[config.mk]
export PLATFORM = sky130hd
export DESIGN_NAME = fan_curve_duty_controller
export DESIGN_NICKNAME = d
export VERILOG_FILES = /design/src/hw/rtl/fcdc_pkg.sv /design/src/hw/rtl/fcdc_ctrl.sv /design/src/hw/rtl/fcdc_dp.sv /design/src/hw/rtl/fan_curve_duty_controller.sv
export SDC_FILE = /design/constraint.sdc
export NUM_CORES = 1
export LEC_CHECK = 0
export BUFFER_PORTS_ARGS = -buffer_cell sky130_fd_sc_hd__buf_4
export CORE_MARGIN = 2
export CORE_UTILIZATION = 35
export CTS_BUF_LIST = sky130_fd_sc_hd__clkbuf_4 sky130_fd_sc_hd__clkbuf_8
export DETAILED_ROUTE_END_ITERATION = 10
export SLEW_MARGIN = 25
export SYNTH_ARGS = -nofsm -noshare
export SYNTH_HDL_FRONTEND = slang
export SYNTH_SLANG_ARGS = --single-unit
export TNS_END_PERCENT = 50
[constraint.sdc]
create_clock -name clk -period 14.34 [get_ports clk]
set_input_delay 0.717 -clock clk [delete_from_list [all_inputs] [get_ports clk]]
set_output_delay 0.717 -clock clk [all_outputs]
set_load 0.02 [all_outputs]
[src/hw/rtl/fcdc_pkg.sv]
// ----------------------------------------------------------------------------
// fcdc_pkg
// Shared constants, command/status types and helpers of the fan curve duty
// controller.
// ----------------------------------------------------------------------------
package fcdc_pkg;

    localparam int NUM_LEVELS = 10;
    localparam int HALF_LEVELS = NUM_LEVELS / 2;
    localparam int IDX_W = $clog2(NUM_LEVELS);
    localparam int ENTRY_W = 7;
    localparam int PACK_W = ENTRY_W * HALF_LEVELS;
    localparam int TT_W = 4;
    localparam int TEMP_W = 7;
    localparam int RAW_W = 8;
    localparam int HOLD_W = 8;
    localparam int LVL_W = 4;
    localparam int PWM_W = 8;
    localparam int DIV_W = 16;
    localparam int CNT_W = $clog2(DIV_W);
    localparam int CFG_IDX_W = 3;

    localparam logic [ENTRY_W-1:0] DUTY_MAX = 7'd100;
    localparam logic [IDX_W-1:0] IDX_LAST = IDX_W'(NUM_LEVELS - 1);
    localparam logic [IDX_W-1:0] IDX_LIN_START = IDX_W'(NUM_LEVELS - 2);
    localparam logic [LVL_W-1:0] LVL_TOP = LVL_W'(NUM_LEVELS);

    // register indexes of the configuration port
    localparam logic [CFG_IDX_W-1:0] CFG_THR_UPPER = 3'd0;
    localparam logic [CFG_IDX_W-1:0] CFG_THR_LOWER = 3'd1;
    localparam logic [CFG_IDX_W-1:0] CFG_DUTY_UPPER = 3'd2;
    localparam logic [CFG_IDX_W-1:0] CFG_DUTY_LOWER = 3'd3;
    localparam logic [CFG_IDX_W-1:0] CFG_TRANS_TEMP = 3'd4;
    localparam logic [CFG_IDX_W-1:0] CFG_LINEAR = 3'd5;
    localparam logic [CFG_IDX_W-1:0] CFG_SOFT = 3'd6;

    localparam logic [PACK_W-1:0] THR_UPPER_RST = 35'd18949090010;
    localparam logic [PACK_W-1:0] THR_LOWER_RST = 35'd12185361985;
    localparam logic [PACK_W-1:0] DUTY_UPPER_RST = 35'd9511741535;
    localparam logic [PACK_W-1:0] DUTY_LOWER_RST = 35'd4869885086;
    localparam logic [TT_W-1:0] TRANS_TEMP_RST = 4'd3;

    localparam logic REQ_SAMPLE = 1'b0;
    localparam logic REQ_TICK = 1'b1;

    typedef struct packed {
        logic load;
        logic scan;
        logic mul;
        logic prep;
        logic div;
        logic quot;
        logic commit;
    } fcdc_cmd_t;

    typedef struct packed {
        logic scan_done;
        logic interp;
        logic div_done;
        logic out_free;
    } fcdc_stat_t;

    function automatic logic [ENTRY_W-1:0] clamp_duty(input logic [ENTRY_W-1:0] d);
        clamp_duty = (d > DUTY_MAX) ? DUTY_MAX : d;
    endfunction

    // (510*d + 100) / 200 == ((51*d + 10) >> 2) / 5, the last by reciprocal
    function automatic logic [PWM_W-1:0] to_pwm(input logic [ENTRY_W-1:0] d);
        logic [12:0] s;
        logic [24:0] p;
        s = 13'(d) * 13'd51 + 13'd10;
        p = 25'(s[12:2]) * 25'd13108;
        to_pwm = p[23:16];
    endfunction

    // (200*raw + 255) / 510 == floor(y / 255) with y = (200*raw + 255) >> 1
    function automatic logic [ENTRY_W-1:0] to_percent(input logic [RAW_W-1:0] raw);
        logic [15:0] x;
        logic [14:0] y;
        logic [14:0] s;
        x = 16'(raw) * 16'd200 + 16'd255;
        y = x[15:1];
        s = y + (y >> 8) + 15'd1;
        to_percent = s[14:8];
    endfunction

endpackage

[src/hw/rtl/fcdc_ctrl.sv]
// ----------------------------------------------------------------------------
// fcdc_ctrl
// Sequencer of the duty controller: accept, curve scan, interpolation
// multiply and divide, commit into the output register.
// ----------------------------------------------------------------------------
module fcdc_ctrl
    import fcdc_pkg::*;
(
    input  logic       clk,
    input  logic       rst_n,
    input  logic       in_valid,
    input  logic       req_type,
    output logic       in_ready,
    input  fcdc_stat_t stat,
    output fcdc_cmd_t  cmd
);

    typedef enum logic [6:0] {
        S_IDLE = 7'b0000001,
        S_SCAN = 7'b0000010,
        S_MUL  = 7'b0000100,
        S_PREP = 7'b0001000,
        S_DIV  = 7'b0010000,
        S_QUOT = 7'b0100000,
        S_FIN  = 7'b1000000
    } fcdc_state_t;

    fcdc_state_t state_reg;
    fcdc_state_t state_next;

    always_ff @(posedge clk or negedge rst_n)
    begin
        if (!rst_n)
        begin
            state_reg <= S_IDLE;
        end
        else
        begin
            state_reg <= state_next;
        end
    end

    always_comb
    begin
        state_next = state_reg;
        cmd = '0;
        in_ready = 1'b0;
        case (state_reg)
            S_IDLE:
            begin
                in_ready = 1'b1;
                if (in_valid)
                begin
                    cmd.load = 1'b1;
                    state_next = (req_type == REQ_TICK) ? S_FIN : S_SCAN;
                end
            end
            S_SCAN:
            begin
                cmd.scan = 1'b1;
                if (stat.scan_done)
                begin
                    state_next = stat.interp ? S_MUL : S_FIN;
                end
            end
            S_MUL:
            begin
                cmd.mul = 1'b1;
                state_next = S_PREP;
            end
            S_PREP:
            begin
                cmd.prep = 1'b1;
                state_next = S_DIV;
            end
            S_DIV:
            begin
                cmd.div = 1'b1;
                if (stat.div_done)
                begin
                    state_next = S_QUOT;
                end
            end
            S_QUOT:
            begin
                cmd.quot = 1'b1;
                state_next = S_FIN;
            end
            S_FIN:
            begin
                if (stat.out_free)
                begin
                    cmd.commit = 1'b1;
                    state_next = S_IDLE;
                end
            end
            default:
            begin
                state_next = S_IDLE;
            end
        endcase
    end

endmodule

[src/hw/rtl/fcdc_dp.sv]
// ----------------------------------------------------------------------------
// fcdc_dp
// Datapath of the duty controller: configuration, channel state, curve
// lookup, interpolation with a bit-serial divider, output register.
// ----------------------------------------------------------------------------
module fcdc_dp
    import fcdc_pkg::*;
(
    input  logic                 clk,
    input  logic                 rst_n,
    input  logic                 cfg_we,
    input  logic [CFG_IDX_W-1:0] cfg_index,
    input  logic [PACK_W-1:0]    cfg_data,
    input  logic                 req_type,
    input  logic [TEMP_W-1:0]    temperature,
    input  logic [RAW_W-1:0]     measured_raw,
    input  fcdc_cmd_t            cmd,
    output fcdc_stat_t           stat,
    output logic                 out_valid,
    input  logic                 out_ready,
    output logic                 write_valid,
    output logic [PWM_W-1:0]     pwm_value,
    output logic [ENTRY_W-1:0]   duty_percent,
    output logic [LVL_W-1:0]     level
);

    logic [PACK_W-1:0]  thr_up_reg;
    logic [PACK_W-1:0]  thr_lo_reg;
    logic [PACK_W-1:0]  dut_up_reg;
    logic [PACK_W-1:0]  dut_lo_reg;
    logic [TT_W-1:0]    tt_reg;
    logic               lin_reg;
    logic               soft_reg;

    logic [HOLD_W-1:0]  hold_reg;
    logic [LVL_W-1:0]   last_level_reg;
    logic [ENTRY_W-1:0] set_duty_reg;
    logic [ENTRY_W-1:0] meas_reg;
    logic [ENTRY_W-1:0] ramp_cur_reg;
    logic [ENTRY_W-1:0] ramp_tgt_reg;
    logic               out_valid_reg;

    logic               req_reg;
    logic [HOLD_W-1:0]  j_reg;
    logic [IDX_W-1:0]   k_reg;
    logic [LVL_W-1:0]   lvl_new_reg;
    logic [ENTRY_W-1:0] duty_new_reg;
    logic signed [16:0] prod_reg;
    logic [ENTRY_W-1:0] den_reg;
    logic               sign_reg;
    logic [DIV_W-1:0]   quo_reg;
    logic [7:0]         rem_reg;
    logic [CNT_W-1:0]   cnt_reg;
    logic               wv_reg;
    logic [PWM_W-1:0]   pwm_reg;
    logic [ENTRY_W-1:0] duty_out_reg;
    logic [LVL_W-1:0]   lvl_out_reg;

    logic [ENTRY_W-1:0] thr_arr [NUM_LEVELS];
    logic [ENTRY_W-1:0] dut_arr [NUM_LEVELS];

    always_comb
    begin
        for (int i = 0; i < HALF_LEVELS; i++)
        begin
            thr_arr[i] = thr_up_reg[ENTRY_W*i +: ENTRY_W];
            thr_arr[i+HALF_LEVELS] = thr_lo_reg[ENTRY_W*i +: ENTRY_W];
            dut_arr[i] = dut_up_reg[ENTRY_W*i +: ENTRY_W];
            dut_arr[i+HALF_LEVELS] = dut_lo_reg[ENTRY_W*i +: ENTRY_W];
        end
    end

    // temperature with falling hold
    logic [HOLD_W-1:0] t_ext;
    logic [HOLD_W-1:0] t_top;
    logic [HOLD_W-1:0] h_low;
    logic [HOLD_W-1:0] h_val;
    logic [HOLD_W-1:0] j_load;

    assign t_ext = HOLD_W'(temperature);
    assign t_top = t_ext + HOLD_W'(tt_reg);
    assign h_low = (hold_reg < t_ext) ? t_ext : hold_reg;
    assign h_val = (h_low > t_top) ? t_top : h_low;
    assign j_load = lin_reg ? h_val : t_ext;

    // curve scan
    logic [IDX_W-1:0]   k_up;
    logic [HOLD_W-1:0]  thr_k;
    logic               step_brk;
    logic               below;
    logic               above;
    logic               lin_done;
    logic               scan_done;
    logic               interp;

    assign k_up = k_reg + IDX_W'(1);
    assign thr_k = HOLD_W'(thr_arr[k_reg]);
    assign step_brk = (j_reg >= thr_k)
        || (((9'(j_reg) + 9'(tt_reg)) >= 9'(thr_k))
            && ((5'(last_level_reg) + 5'(k_reg)) >= 5'(NUM_LEVELS)));
    assign below = j_reg < HOLD_W'(thr_arr[IDX_LAST]);
    assign above = j_reg >= HOLD_W'(thr_arr[0]);
    assign lin_done = below || above || (j_reg < thr_k);
    assign scan_done = lin_reg ? lin_done : (step_brk || (k_reg == IDX_LAST));
    assign interp = lin_reg && !below && !above;

    // interpolation operands
    logic [ENTRY_W-1:0] tl;
    logic [ENTRY_W-1:0] dl;
    logic signed [7:0]  ddiff;
    logic signed [8:0]  jd_s;
    logic signed [16:0] prod_c;
    logic signed [18:0] n_val;
    logic [18:0]        n_mag;
    logic [7:0]         divisor;
    logic [8:0]         trial;
    logic               ge;
    logic signed [16:0] q_s;
    logic signed [16:0] q_sum;
    logic [ENTRY_W-1:0] q_duty;

    assign tl = thr_arr[k_up];
    assign dl = dut_arr[k_up];
    assign ddiff = $signed({1'b0, dut_arr[k_reg]}) - $signed({1'b0, dl});
    assign jd_s = $signed({1'b0, j_reg - HOLD_W'(tl)});
    assign prod_c = ddiff * jd_s;
    assign n_val = ($signed({{2{prod_reg[16]}}, prod_reg}) <<< 1)
        + $signed({12'd0, den_reg});
    assign n_mag = n_val[18] ? 19'(-n_val) : 19'(n_val);
    assign divisor = {den_reg, 1'b0};
    assign trial = {rem_reg, quo_reg[DIV_W-1]};
    assign ge = trial >= {1'b0, divisor};
    assign q_s = sign_reg ? -$signed({1'b0, quo_reg}) : $signed({1'b0, quo_reg});
    assign q_sum = q_s + $signed({10'd0, dl});
    assign q_duty = (q_sum < 0) ? '0
        : ((q_sum > $signed(17'(DUTY_MAX))) ? DUTY_MAX : q_sum[ENTRY_W-1:0]);

    // commit
    logic               ramp_move;
    logic [ENTRY_W-1:0] ramp_step;
    logic [ENTRY_W-1:0] set_duty_next;
    logic [LVL_W-1:0]   last_level_next;
    logic [HOLD_W-1:0]  hold_next;
    logic [ENTRY_W-1:0] ramp_cur_next;
    logic [ENTRY_W-1:0] ramp_tgt_next;
    logic               wv_next;

    assign ramp_move = soft_reg && (ramp_cur_reg != ramp_tgt_reg);
    assign ramp_step = (ramp_cur_reg < ramp_tgt_reg) ? ramp_cur_reg + ENTRY_W'(1)
                                                     : ramp_cur_reg - ENTRY_W'(1);

    always_comb
    begin
        set_duty_next = set_duty_reg;
        last_level_next = last_level_reg;
        hold_next = hold_reg;
        ramp_cur_next = ramp_cur_reg;
        ramp_tgt_next = ramp_tgt_reg;
        wv_next = 1'b0;
        if (req_reg == REQ_SAMPLE)
        begin
            set_duty_next = duty_new_reg;
            last_level_next = lvl_new_reg;
            if (lin_reg)
            begin
                hold_next = j_reg;
            end
            if (soft_reg)
            begin
                ramp_tgt_next = duty_new_reg;
                if (ramp_cur_reg == '0)
                begin
                    ramp_cur_next = meas_reg;
                end
            end
            else
            begin
                wv_next = meas_reg != duty_new_reg;
            end
        end
        else if (ramp_move)
        begin
            ramp_cur_next = ramp_step;
            set_duty_next = ramp_step;
            wv_next = meas_reg != ramp_step;
        end
    end

    always_ff @(posedge clk or negedge rst_n)
    begin
        if (!rst_n)
        begin
            thr_up_reg <= THR_UPPER_RST;
            thr_lo_reg <= THR_LOWER_RST;
            dut_up_reg <= DUTY_UPPER_RST;
            dut_lo_reg <= DUTY_LOWER_RST;
            tt_reg <= TRANS_TEMP_RST;
            lin_reg <= 1'b0;
            soft_reg <= 1'b0;
            hold_reg <= '0;
            last_level_reg <= '0;
            set_duty_reg <= '0;
            meas_reg <= '0;
            ramp_cur_reg <= '0;
            ramp_tgt_reg <= '0;
            out_valid_reg <= 1'b0;
        end
        else
        begin
            if (cfg_we)
            begin
                case (cfg_index)
                    CFG_THR_UPPER:  thr_up_reg <= cfg_data;
                    CFG_THR_LOWER:  thr_lo_reg <= cfg_data;
                    CFG_DUTY_UPPER: dut_up_reg <= cfg_data;
                    CFG_DUTY_LOWER: dut_lo_reg <= cfg_data;
                    CFG_TRANS_TEMP: tt_reg <= cfg_data[TT_W-1:0];
                    CFG_LINEAR:     lin_reg <= cfg_data[0];
                    CFG_SOFT:       soft_reg <= cfg_data[0];
                    default:        ;
                endcase
            end
            if (cmd.load && (req_type == REQ_SAMPLE))
            begin
                meas_reg <= to_percent(measured_raw);
            end
            if (cmd.commit)
            begin
                hold_reg <= hold_next;
                last_level_reg <= last_level_next;
                set_duty_reg <= set_duty_next;
                ramp_cur_reg <= ramp_cur_next;
                ramp_tgt_reg <= ramp_tgt_next;
                out_valid_reg <= 1'b1;
            end
            else if (out_ready)
            begin
                out_valid_reg <= 1'b0;
            end
        end
    end

    always_ff @(posedge clk)
    begin
        if (cmd.load)
        begin
            req_reg <= req_type;
            j_reg <= j_load;
            k_reg <= lin_reg ? IDX_LIN_START : '0;
        end
        if (cmd.scan)
        begin
            if (scan_done)
            begin
                if (!lin_reg)
                begin
                    duty_new_reg <= clamp_duty(dut_arr[k_reg]);
                    lvl_new_reg <= LVL_TOP - LVL_W'(k_reg);
                end
                else if (below)
                begin
                    duty_new_reg <= clamp_duty(dut_arr[IDX_LAST]);
                    lvl_new_reg <= '0;
                end
                else if (above)
                begin
                    duty_new_reg <= clamp_duty(dut_arr[0]);
                    lvl_new_reg <= LVL_TOP;
                end
                else
                begin
                    lvl_new_reg <= LVL_W'(IDX_LAST) - LVL_W'(k_reg);
                end
            end
            else if (lin_reg)
            begin
                k_reg <= k_reg - IDX_W'(1);
            end
            else
            begin
                k_reg <= k_up;
            end
        end
        if (cmd.mul)
        begin
            prod_reg <= prod_c;
            den_reg <= thr_arr[k_reg] - tl;
        end
        if (cmd.prep)
        begin
            sign_reg <= n_val[18];
            quo_reg <= n_mag[DIV_W-1:0];
            rem_reg <= '0;
            cnt_reg <= '0;
        end
        if (cmd.div)
        begin
            rem_reg <= ge ? 8'(trial - {1'b0, divisor}) : trial[7:0];
            quo_reg <= {quo_reg[DIV_W-2:0], ge};
            cnt_reg <= cnt_reg + CNT_W'(1);
        end
        if (cmd.quot)
        begin
            duty_new_reg <= q_duty;
        end
        if (cmd.commit)
        begin
            wv_reg <= wv_next;
            pwm_reg <= to_pwm(set_duty_next);
            duty_out_reg <= set_duty_next;
            lvl_out_reg <= last_level_next;
        end
    end

    assign stat.scan_done = scan_done;
    assign stat.interp = interp;
    assign stat.div_done = cnt_reg == CNT_W'(DIV_W - 1);
    assign stat.out_free = !out_valid_reg || out_ready;

    assign out_valid = out_valid_reg;
    assign write_valid = wv_reg;
    assign pwm_value = pwm_reg;
    assign duty_percent = duty_out_reg;
    assign level = lvl_out_reg;

endmodule

[src/hw/rtl/fan_curve_duty_controller.sv]
// ----------------------------------------------------------------------------
// fan_curve_duty_controller
// One fan channel: stepped or interpolated duty curve with hysteresis,
// optional soft ramp, PWM byte output.
// ----------------------------------------------------------------------------
// Sequence: a ramp tick goes from accept straight to commit; a sample first
// scans the curve levels, and a linear sample between two curve points then
// runs the interpolation multiply and the bit-serial divider before its commit.
// Throughput: one item at a time; the next item is taken while a result
// waits in the output register.
// Reset: curve registers take their defaults, channel state clears to zero.
// ----------------------------------------------------------------------------
module fan_curve_duty_controller
    import fcdc_pkg::*;
(
    input  logic                 clk,
    input  logic                 rst_n,
    input  logic                 cfg_we,
    input  logic [CFG_IDX_W-1:0] cfg_index,
    input  logic [PACK_W-1:0]    cfg_data,
    input  logic                 in_valid,
    output logic                 in_ready,
    input  logic                 req_type,
    input  logic [TEMP_W-1:0]    temperature,
    input  logic [RAW_W-1:0]     measured_raw,
    output logic                 out_valid,
    input  logic                 out_ready,
    output logic                 write_valid,
    output logic [PWM_W-1:0]     pwm_value,
    output logic [ENTRY_W-1:0]   duty_percent,
    output logic [LVL_W-1:0]     level
);

    fcdc_cmd_t  cmd;
    fcdc_stat_t stat;

    fcdc_ctrl u_ctrl (
        .clk      (clk),
        .rst_n    (rst_n),
        .in_valid (in_valid),
        .req_type (req_type),
        .in_ready (in_ready),
        .stat     (stat),
        .cmd      (cmd)
    );

    fcdc_dp u_dp (
        .clk          (clk),
        .rst_n        (rst_n),
        .cfg_we       (cfg_we),
        .cfg_index    (cfg_index),
        .cfg_data     (cfg_data),
        .req_type     (req_type),
        .temperature  (temperature),
        .measured_raw (measured_raw),
        .cmd          (cmd),
        .stat         (stat),
        .out_valid    (out_valid),
        .out_ready    (out_ready),
        .write_valid  (write_valid),
        .pwm_value    (pwm_value),
        .duty_percent (duty_percent),
        .level        (level)
    );

    a_duty_range: assert property (@(posedge clk) disable iff (!rst_n)
        out_valid |-> (duty_percent <= DUTY_MAX))
        else $error("duty out of range");

    a_level_range: assert property (@(posedge clk) disable iff (!rst_n)
        out_valid |-> (level <= LVL_TOP))
        else $error("level out of range");

    a_busy_after_accept: assert property (@(posedge clk) disable iff (!rst_n)
        (in_valid && in_ready) |=> !in_ready)
        else $error("input taken while busy");

endmodule

Yosys cells after proc, flatten, opt, wreduce, memory -nomap -nowiden
Cells that the tools add are included.
{ "totals": {"register_bits": 291, "latchBits": 0, "ramBits": 0, "rom_bits": 0, "inputBits": 59, "out_inout_bits": 22, "elab_cells": 210, "memories": 0} }
{ "classes": {"add_sub_neg": 22, "n_mul": 4, "div_mod_pow": 0, "n_lt_le_gt_ge": 17, "eq_ne": 24, "shift": 0, "n_mux": 74, "bitwise_logic": 4, "reduce_logical": 34} }
{ "op_table": {"columns": ["operator", "count"], "rows": [
  ["$mux 7", 33],
  ["$bmux 7 s4", 4],
  ["$pmux 7 s7", 1],
  ["$mux 16", 3],
  ["$mux 4", 11],
  ["$mux 8", 5],
  ["$lt 8x7->1", 3],
  ["$mul 11x12->22 const B", 1],
  ["$gt 7x7->1 const B", 3],
  ["$ne 7x7->1", 3],
  ["$add 18x8->19", 1],
  ["$add 17x8->17", 1],
  ["$gt 17x8->1 const B", 1],
  ["$lt 17x1->1 const B", 1],
  ["$mul 8x9->17", 1],
  ["$mux 17", 1],
  ["$neg 16->17", 1],
  ["$add 16x8->16 const B", 1],
  ["$ge 8x7->1", 2],
  ["$mux 1", 16],
  ["$neg 16->16", 1],
  ["$reduce_and 2->1", 8],
  ["$add 15x1->15 const B", 1],
  ["$add 15x7->15", 1],
  ["other kinds (45)", 75]
]} }

Logic depth before layout (Yosys ltp)
Gate-level depths: netlist (run 1).
{ "logic_depth": {"word_depth": 12, "ltp_mapped": 49, "mapped_depth_nobuf": 49} }

Modules after synthesis
From an unflattened synthesis (run 1), not the netlist that was laid out.
{ "hier_totals": {"hier_cells": 2414, "area_unflattened_um2": 25026.5} }
{ "by_module_without_submodules": {"columns": ["module", "n_inst", "cells_per_inst", "area_each_um2", "seq_area_each_um2"], "rows": [
  ["fcdc_dp", 1, 2358, 24529.8, 7638.6],
  ["fcdc_ctrl", 1, 56, 496.7, 176.4]
]} }

Worst setup path after synthesis (run 1)
OpenSTA, ideal clock, no wires.
{ "synth_timing": {"path_type": "register -> register", "start": "register u_dp.ramp_cur_reg[1]", "end": "register u_dp.pwm_reg[6] (netlist: u_dp.pwm_value[6]), data pin", "setup_ps": 258, "t_arrival_ps": 10684, "required_ps": 14082, "path_slack_ps": 3399, "path_stages_with_launch": 46, "path_buffers": 0, "synth_period_minus_slack_ps": 10941, "cell_sequence": "dfrtp_1 -> ha_1 -> nor2b_1 -> o21a_1 -> o21a_1 -> o21ai_0 -> a21oi_1 -> a211oi_1 -> inv_1 -> ha_1 -> a21oi_1 -> o21bai_1 -> a21o_1 -> a21oi_1 -> xnor2_1 -> xnor2_1 -> nand3_1 -> a31oi_1 -> [10 not listed] -> o21ai_0 -> a21o_1 -> a21oi_1 -> xor2_1 -> ha_1 -> fa_1 -> fa_1 -> fa_1 -> fa_1 -> inv_1 -> ha_1 -> a211oi_1 -> a21oi_1 -> o41ai_1 -> o21ai_0 -> or2_2 -> a21oi_1 -> xnor2_1"} }
{ "synth_between": {"elab_chain_cells": 7, "elab_cells_between_ends": 11, "cone_classes": "3 x add/sub; 2 x mul; 1 x order compare; 1 x eq/ne; 3 x mux; 1 x reduce/logical"} }
{ "synth_rtl": {"columns": ["item", "line", "source"], "rows": [
  ["start: declaration", "fcdc_dp.sv:39", "logic [ENTRY_W-1:0] ramp_cur_reg;"],
  ["start signal: assignment", "fcdc_dp.sv:232", "ramp_cur_reg <= ramp_cur_next;"],
  ["$sub 7x1->7, or another cell as far along", "fcdc_dp.sv:150", ": ramp_cur_reg - ENTRY_W'(1);"],
  ["$mux 7 / $logic_and 1x1->1 (equally long branches)", "fcdc_dp.sv:149, fcdc_dp.sv:148", null],
  ["$mux 7 (*)", "fcdc_dp.sv:181", "else if (ramp_move)"],
  ["$mux 7 (*)", "fcdc_dp.sv:160", "if (req_reg == REQ_SAMPLE)"],
  ["named net u_dp.set_duty_next[6]", "fcdc_dp.sv:141", "logic [ENTRY_W-1:0] set_duty_next;"],
  ["$mul 7x6->13 (*)", "fcdc_pkg.sv:71", "s = 13'(d) * 13'd51 + 13'd10;"],
  ["$add 13x4->13 (*)", "fcdc_pkg.sv:71", null],
  ["$mul 11x12->22 (*)", "fcdc_pkg.sv:72", "p = 25'(s[12:2]) * 25'd13108;"],
  ["end signal: assignment", "fcdc_dp.sv:309", "pwm_reg <= to_pwm(set_duty_next);"],
  ["end: declaration", "fcdc_dp.sv:55", "logic [PWM_W-1:0] pwm_reg;"]
]} }
The timed path passes the listed nets; every way through them passes the cells marked *.
A chain may end at the register's enable or synchronous reset.

Final worst setup path (run 1)
Ends and elaborated chain as after synthesis.

==> results.md, run 1 <==
- Clk_lat worst skew: 0.67 ns
- Buf/Inv on CP: 5
- Avg WL per Cell: 18.1 um
- Worst Path Arrival: 12.39 ns
- Most used DFF post-synth: dfrtp_1
- Synth Register Bits: 291
- CP startpoint kind: flip-flop
- Setup bufs post-CTS: 0
- First-pass GRT wire length: 102,000 um
- Final GP Congestion: 0.902
- Slew margin rel.: 38.3%
- ANT nets after route: 0
- Maximum clock rate: 83.3 MHz
- I/O pin count: 81
- Main area contributors after synthesis: ha_1 15%, dfrtp_1 12%, edfxtp_1 11%
- Commonest cells after routing, fill and taps aside: 292 x ha_1, 251 x inv_1, 178 x mux2_2, 151 x nand2_1, 132 x nor2_1
- Max Cap Viol: 0
- Htree depth: 2
- Synth warn: 0
- Worst-Margin Slew: 0.926 ns
- Top delay family on crit path: adder cells
- CTS max path bufs: 3
- DRT Wirelength: 63,000 um
- CTS clk-pin slew, worst paths: 0.07 ns
- Crit-path max cell delay: 0.55 ns
- Hold/Removal Path Class: in2async
- TritonCTS clock tree: done
- CTS buffer count: 52
- Final setup vio count: 0
- First-pass iteration count of the detailed router: 5
- Average size of a mapped cell: 10.4 um^2
- Die height: 272 um
- Crit end category: flip-flop
- Initial Util: 35.2%
- Seq/Total Area, Yosys: 31.2%
- Buffers on Ports: 80
- Clock Skews: 0.0464 ns
- RSZ-0062 raised after global routing: no
- Mapped Area: 0.0251 mm^2
- Post-CTS sizing: 0
- Share of the synthesized area in the top cell type: 14.6%
- Critical path required time: 14.73 ns
- Final Hold Vio Count: 0
- Slew Viols, Final: 0
- Die area: 0.0738 mm^2
- Reg2Reg Depth: 45
- Netlist cell types: 83
- FF-to-FF Start: u_dp.ramp_cur_reg[1]
- Number of global-route vias before repair: 18,700
- Syn_nets: 2,843
- DR iter-0 viols: 1,178
- R2R Setup Slk: 2.34 ns
- Critical path peak fanout: 5
- DRC Markers: 0
- CORE AREA: 0.0712 mm^2
- Maximum number of pins on one net before global-route repair: 127
- DP HPWL: 48,400 um
- GR Util All Layers: 17.1%
- # rows: 98
- Clk Tree Root Cell: clkbuf_8
- CTS sink count: 291
- Dominant cell type by area after synthesis: ha_1
- Crit Path Category: reg2reg
- Ant. Diodes: 0
- Critical-path top delay cell: fa_1
- Area Overhead vs Synth: 11.3%
- Core Util, Final: 39.1%
- Final period util: 83.7%
- Hold buffer count at CTS: 0
- Share of post-route cells with drive strength above 1: 20.9%
- Post-synthesis cell count: 2,405
- Vias/cell: 5.29
- Worst r2r dst: u_dp.pwm_value[6]
- Setup TNS: 0 ns
- Vias: 18,400
- Initial antenna violation count: 2
- Die extent in x: 272 um
- GR Overflow Total: 0
- Fin nets: 2,919
- Outcome: finished clean
- Tmin final: 12.00 ns
- Post-synth EDFFs: 93
- Share of flip-flops with an asynchronous set or reset: 66.7%
- Most common cell after layout, fill and taps aside: ha_1
-- stage by stage --
stage                     setup WS, ns  instance area (um^2)  std cells  hold WS, ns
after floorplan                   3.40                 25100       2405        0.421
after global placement            2.48                 26700       3377        0.472
after detailed placement          2.32                 26700       3377        0.477
after CTS                         2.31                 27900       3474        0.217
after global routing              1.37                 27900       3474        0.210
final                             2.34                 27900       3474        0.160
-- per-layer routing --
metal	wire, um	vias to the layer above	part of all wire, %	GRT usage [%]
met5	22	-	0.035	0
met4	1330	4	2.1	4.41
met3	2920	94	4.6	2.60
met2	30600	398	49	29.2
met1	28100	9126	45	22.5
li1	-	8756	-	-
-- synth_stat cells (8+ instances only) --
cell type and count:
nand2_1 151, ha_1 292, or3_1 11, o31ai_1 21, a21o_1 47, or2_2 14, edfxtp_1 93, o22a_1 18
and2_1 20, a221oi_1 9, o211ai_1 8, mux4_2 50, dfrtp_1 124, a31oi_1 11, a21oi_1 95, mux2i_1 57
a211oi_1 10, xnor2_1 95, nor3_1 28, nor4_1 11, xor2_1 59, o21bai_1 13, nand2b_1 25, fa_1 87
clkbuf_1 59, nand4_1 12, o21a_1 15, o22ai_1 9, nor2b_1 30, mux2_2 178, inv_1 251, a2bb2oi_1 9
and3_1 12, buf_2 12, a22oi_1 15, nand3_1 33, nor2_1 132, dfstp_2 70, o21ai_0 110
-- cell type report --
| class | instances | area, um^2 |
|---|---|---|
| repair buffers | 99 | 751 |
| inverters | 253 | 950 |
| clock buffers | 71 | 896 |
| flip-flops and latches | 291 | 7820 |
| fillers | 6895 | 43400 |
| well taps | 950 | 1190 |
| multi-input cells | 1784 | 16000 |
| clock inverters | 26 | 258 |
-- how the worst max path moves through the flow --
| stage | startpoint | to | slack (ns) | depth (start not counted) |
|---|---|---|---|---|
| after floorplan | u_dp.ramp_cur_reg[1] | u_dp.pwm_value[6] | 3.40 | 45 |
| after global placement | u_dp.ramp_cur_reg[1] | u_dp.pwm_value[6] | 2.48 | 45 |
| after detailed placement | u_dp.ramp_cur_reg[1] | u_dp.pwm_value[6] | 2.32 | 45 |
| after CTS | u_dp.ramp_cur_reg[1] | u_dp.pwm_value[6] | 2.31 | 45 |
| after global routing | u_dp.ramp_cur_reg[1] | u_dp.pwm_value[6] | 1.37 | 45 |
| final | u_dp.ramp_cur_reg[1] | u_dp.pwm_value[6] | 2.34 | 45 |
-- worst reg2reg max path: cells and delay by family, from the launching register on --
family / cells / cell delay [ns]
flops: 1 / 0.43
xor+xnor: 4 / 0.79
buf+inv: 5 / 0.45
simple gates: 3 / 0.62
fa+ha+maj: 13 / 5.22
compound gates: 20 / 4.24
-- logic make-up (layout without fill, tap and decap cells) --
kind of cell	after synthesis	in the layout	synth area share [%]
mux	285	285	14.8
xor+xnor	154	154	5.38
flops	291	291	31.2
simple gates	517	517	10.3
buf+inv	330	449	5.00
compound gates	449	449	11.9
fa+ha+maj	379	379	21.5
Power of run 1 is left out: the tool's default activity adds up to more than one toggle a clock period on the data nets, which glitch-free logic cannot reach.
==> run 2: changes to the inputs <==
Clock period 14.34 ns to 11.21 ns, I/O delays scaled along.
==> run 2 against run 1 <==
Against the previous run: register-to-register slack got worse by 1.8 ns; sequential share of layout area decreased by 0.32 points; hold slack got worse by 0.034 ns; die area unchanged; design area increased by 1.2%; critical path type unchanged; highest routed layer unchanged.
==> results.md, run 2 (synthesized netlist as in run 1, its figures left out) <==
- Outcome: finished clean
- Die area: 0.0738 mm^2 (unchanged)
- # rows: 98 (unchanged)
- Critical path required time: 11.60 ns (-3.13 ns)
- Buf/Inv on CP: 4 (-1)
- Area of the multi-input gates: 0.0161 mm^2 (+0.62%)
- Area Overhead vs Synth: 12.6%
- Share of post-route cells with drive strength above 1: 22.3% (+1.4 points)
- Reg2Reg Depth: 44 (-2.2%)
- CTS clk-pin slew, worst paths: 0.06 ns (about the same)
- I/O pin count: 81 (unchanged)
- Fin worst setup slack: 0.558 ns (-1.78 ns)
- Commonest cells after routing, fill and taps aside: 288 x ha_1, 250 x inv_1, 178 x mux2_2, 151 x nand2_1, 132 x nor2_1
- Fin nets: 2,935 (+0.55%)
- DR iter-0 viols: 1,001 (-15%)
- Crit end category: flip-flop
- Final period util: 95.0% (+11 points)
- First-pass GRT wire length: 103,000 um (+1.8%)
- Clock Skews: 0.0722 ns (+0.0258 ns)
- Buffers on Ports: 80 (unchanged)
- Critical-path top delay cell: fa_1
- GR Util All Layers: 17.3% (+0.29 points)
- First-pass iteration count of the detailed router: 4 (-1)
- GR Overflow Total: 0 (unchanged)
- Critical path peak fanout: 5 (unchanged)
- FF-to-FF Start: u_dp.ramp_cur_reg[1]
- Tmin final: 10.65 ns (-1.35 ns)
- Top delay family on crit path: adder cells
- CP startpoint kind: flip-flop
- Die height: 272 um (unchanged)
- Final GP Congestion: 0.892 (-1.1%)
- Crit Path Category: reg2reg
- Worst-Margin Slew: 0.969 ns (+0.0430 ns)
- FF+latch area: 0.00782 mm^2 (about the same)
- CP Launch Point: u_dp.ramp_cur_reg[1]
- CTS max path bufs: 3 (unchanged)
- CTS sink count: 291 (unchanged)
- Worst hold slack: 0.126 ns (-0.0339 ns)
- DRT Wirelength: 64,400 um (+2.3%)
- Clk_lat worst skew: 0.69 ns (+0.02 ns)
- Max Cap Viol: 0 (unchanged)
- Crit-path max cell delay: 0.51 ns (-0.04 ns)
- Maximum clock rate: 93.9 MHz (+13%)
- Number of global-route vias before repair: 19,100 (+2.0%)
- Htree depth: 2 (unchanged)
- Worst r2r dst: u_dp.pwm_value[6]
- Fillcell total: 6,878 (-0.25%)
- Maximum number of pins on one net before global-route repair: 133 (+4.7%)
- CORE AREA: 0.0712 mm^2 (unchanged)
- ANT nets after route: 0 (unchanged)
- Initial antenna violation count: 2 (unchanged)
- CTS buffer count: 52 (unchanged)
- Die extent in x: 272 um (unchanged)
- Slew Viols, Final: 0 (unchanged)
- Hold/Removal Path Class: in2reg
- Core Util, Final: 39.6% (+0.46 points)
- Worst Path Arrival: 11.05 ns (-1.34 ns)
- Critical path's most frequent cell: ha_1
- Final Hold Vio Count: 0 (unchanged)
- Critical Path Stages: 44 (-2.2%)
- Clk Tree Root Cell: clkbuf_8
- CP Capture Point: u_dp.pwm_value[6]
- Most common cell after layout, fill and taps aside: ha_1
- DP HPWL: 49,200 um (+1.6%)
- DRC Markers: 0 (unchanged)
- Vias/cell: 5.31 (+0.44%)
- Worst slack at placement: -0.0325 ns (-2.35 ns)
- Slew margin rel.: 34.7% (-3.5 points)
- Final setup vio count: 0 (unchanged)
- TritonCTS clock tree: done
- R2R Setup Slk: 0.56 ns (-1.78 ns)
- Avg WL per Cell: 18.5 um (+1.8%)
- Vias: 18,600 (+0.96%)
- Initial Util: 35.2% (unchanged)
## run 2: cell types whose count changed in the layout (fill, tap and decap cells not counted), sizes merged
cell,change
bufinv,-1
inv,-1
clkinv,-4
diode,+1
dlygate4sd3,+1
buf,+15
clkbuf,+10
clkinvlp,-3
## run 2: layer usage
| metal | GRT usage, % | routed length [um] | vias to the layer above |
|---|---|---|---|
| met5 | 0 | 13 | - |
| met4 | 4.54 | 1500 | 2 |
| met3 | 2.66 | 3090 | 108 |
| met2 | 29.8 | 31200 | 389 |
| met1 | 22.7 | 28600 | 9260 |
| li1 | - | - | 8796 |
## run 2: worst min-delay path by stage
stage                          from                    to  slack, ns  cells after the start
2_1_floorplan                 rst_n   u_ctrl.state_reg[1]       0.26                      0
3_3_place_gp   u_dp.set_duty_reg[0]  u_dp.set_duty_reg[0]       0.47                      2
3_5_place_dp   u_dp.set_duty_reg[5]  u_dp.set_duty_reg[5]       0.48                      2
4_1_cts                    req_type          u_dp.req_reg       0.08                      1
5_1_grt                    req_type          u_dp.req_reg       0.09                      1
6_report                   req_type          u_dp.req_reg       0.13                      1
## run 2: final cells by class
type	count	share of cell area [%]
repair buffers	115	3.17
multi-input cells	1784	57.2
inverters	253	3.37
well taps	950	4.21
flip-flops and latches	291	27.7
clock buffers	81	3.68
clock inverters	17	0.687
diodes	1	0.00887
## run 2: repair_timing
| item | 4_1_cts | 5_1_grt |
|---|---|---|
| setup buffers | 0 | 5 |
| gates resized for setup | 2 | 21 |
| hold endpoints to repair | 0 | 20 |
| pin swaps | 0 | 12 |
| hold buffers | 0 | 1 |
| setup endpoints to repair | 1 | 6 |
## run 2: through the flow
stage	instance area, um^2	TNS (ns)	std cells
global route	28200	-0.0375	3491
global placement	26800	0	3386
finish	28200	0	3492
detailed placement	26800	-0.0325	3386
floorplan	25100	0	2405
CTS	28000	0	3484
Power of run 2 is left out for the same reason.
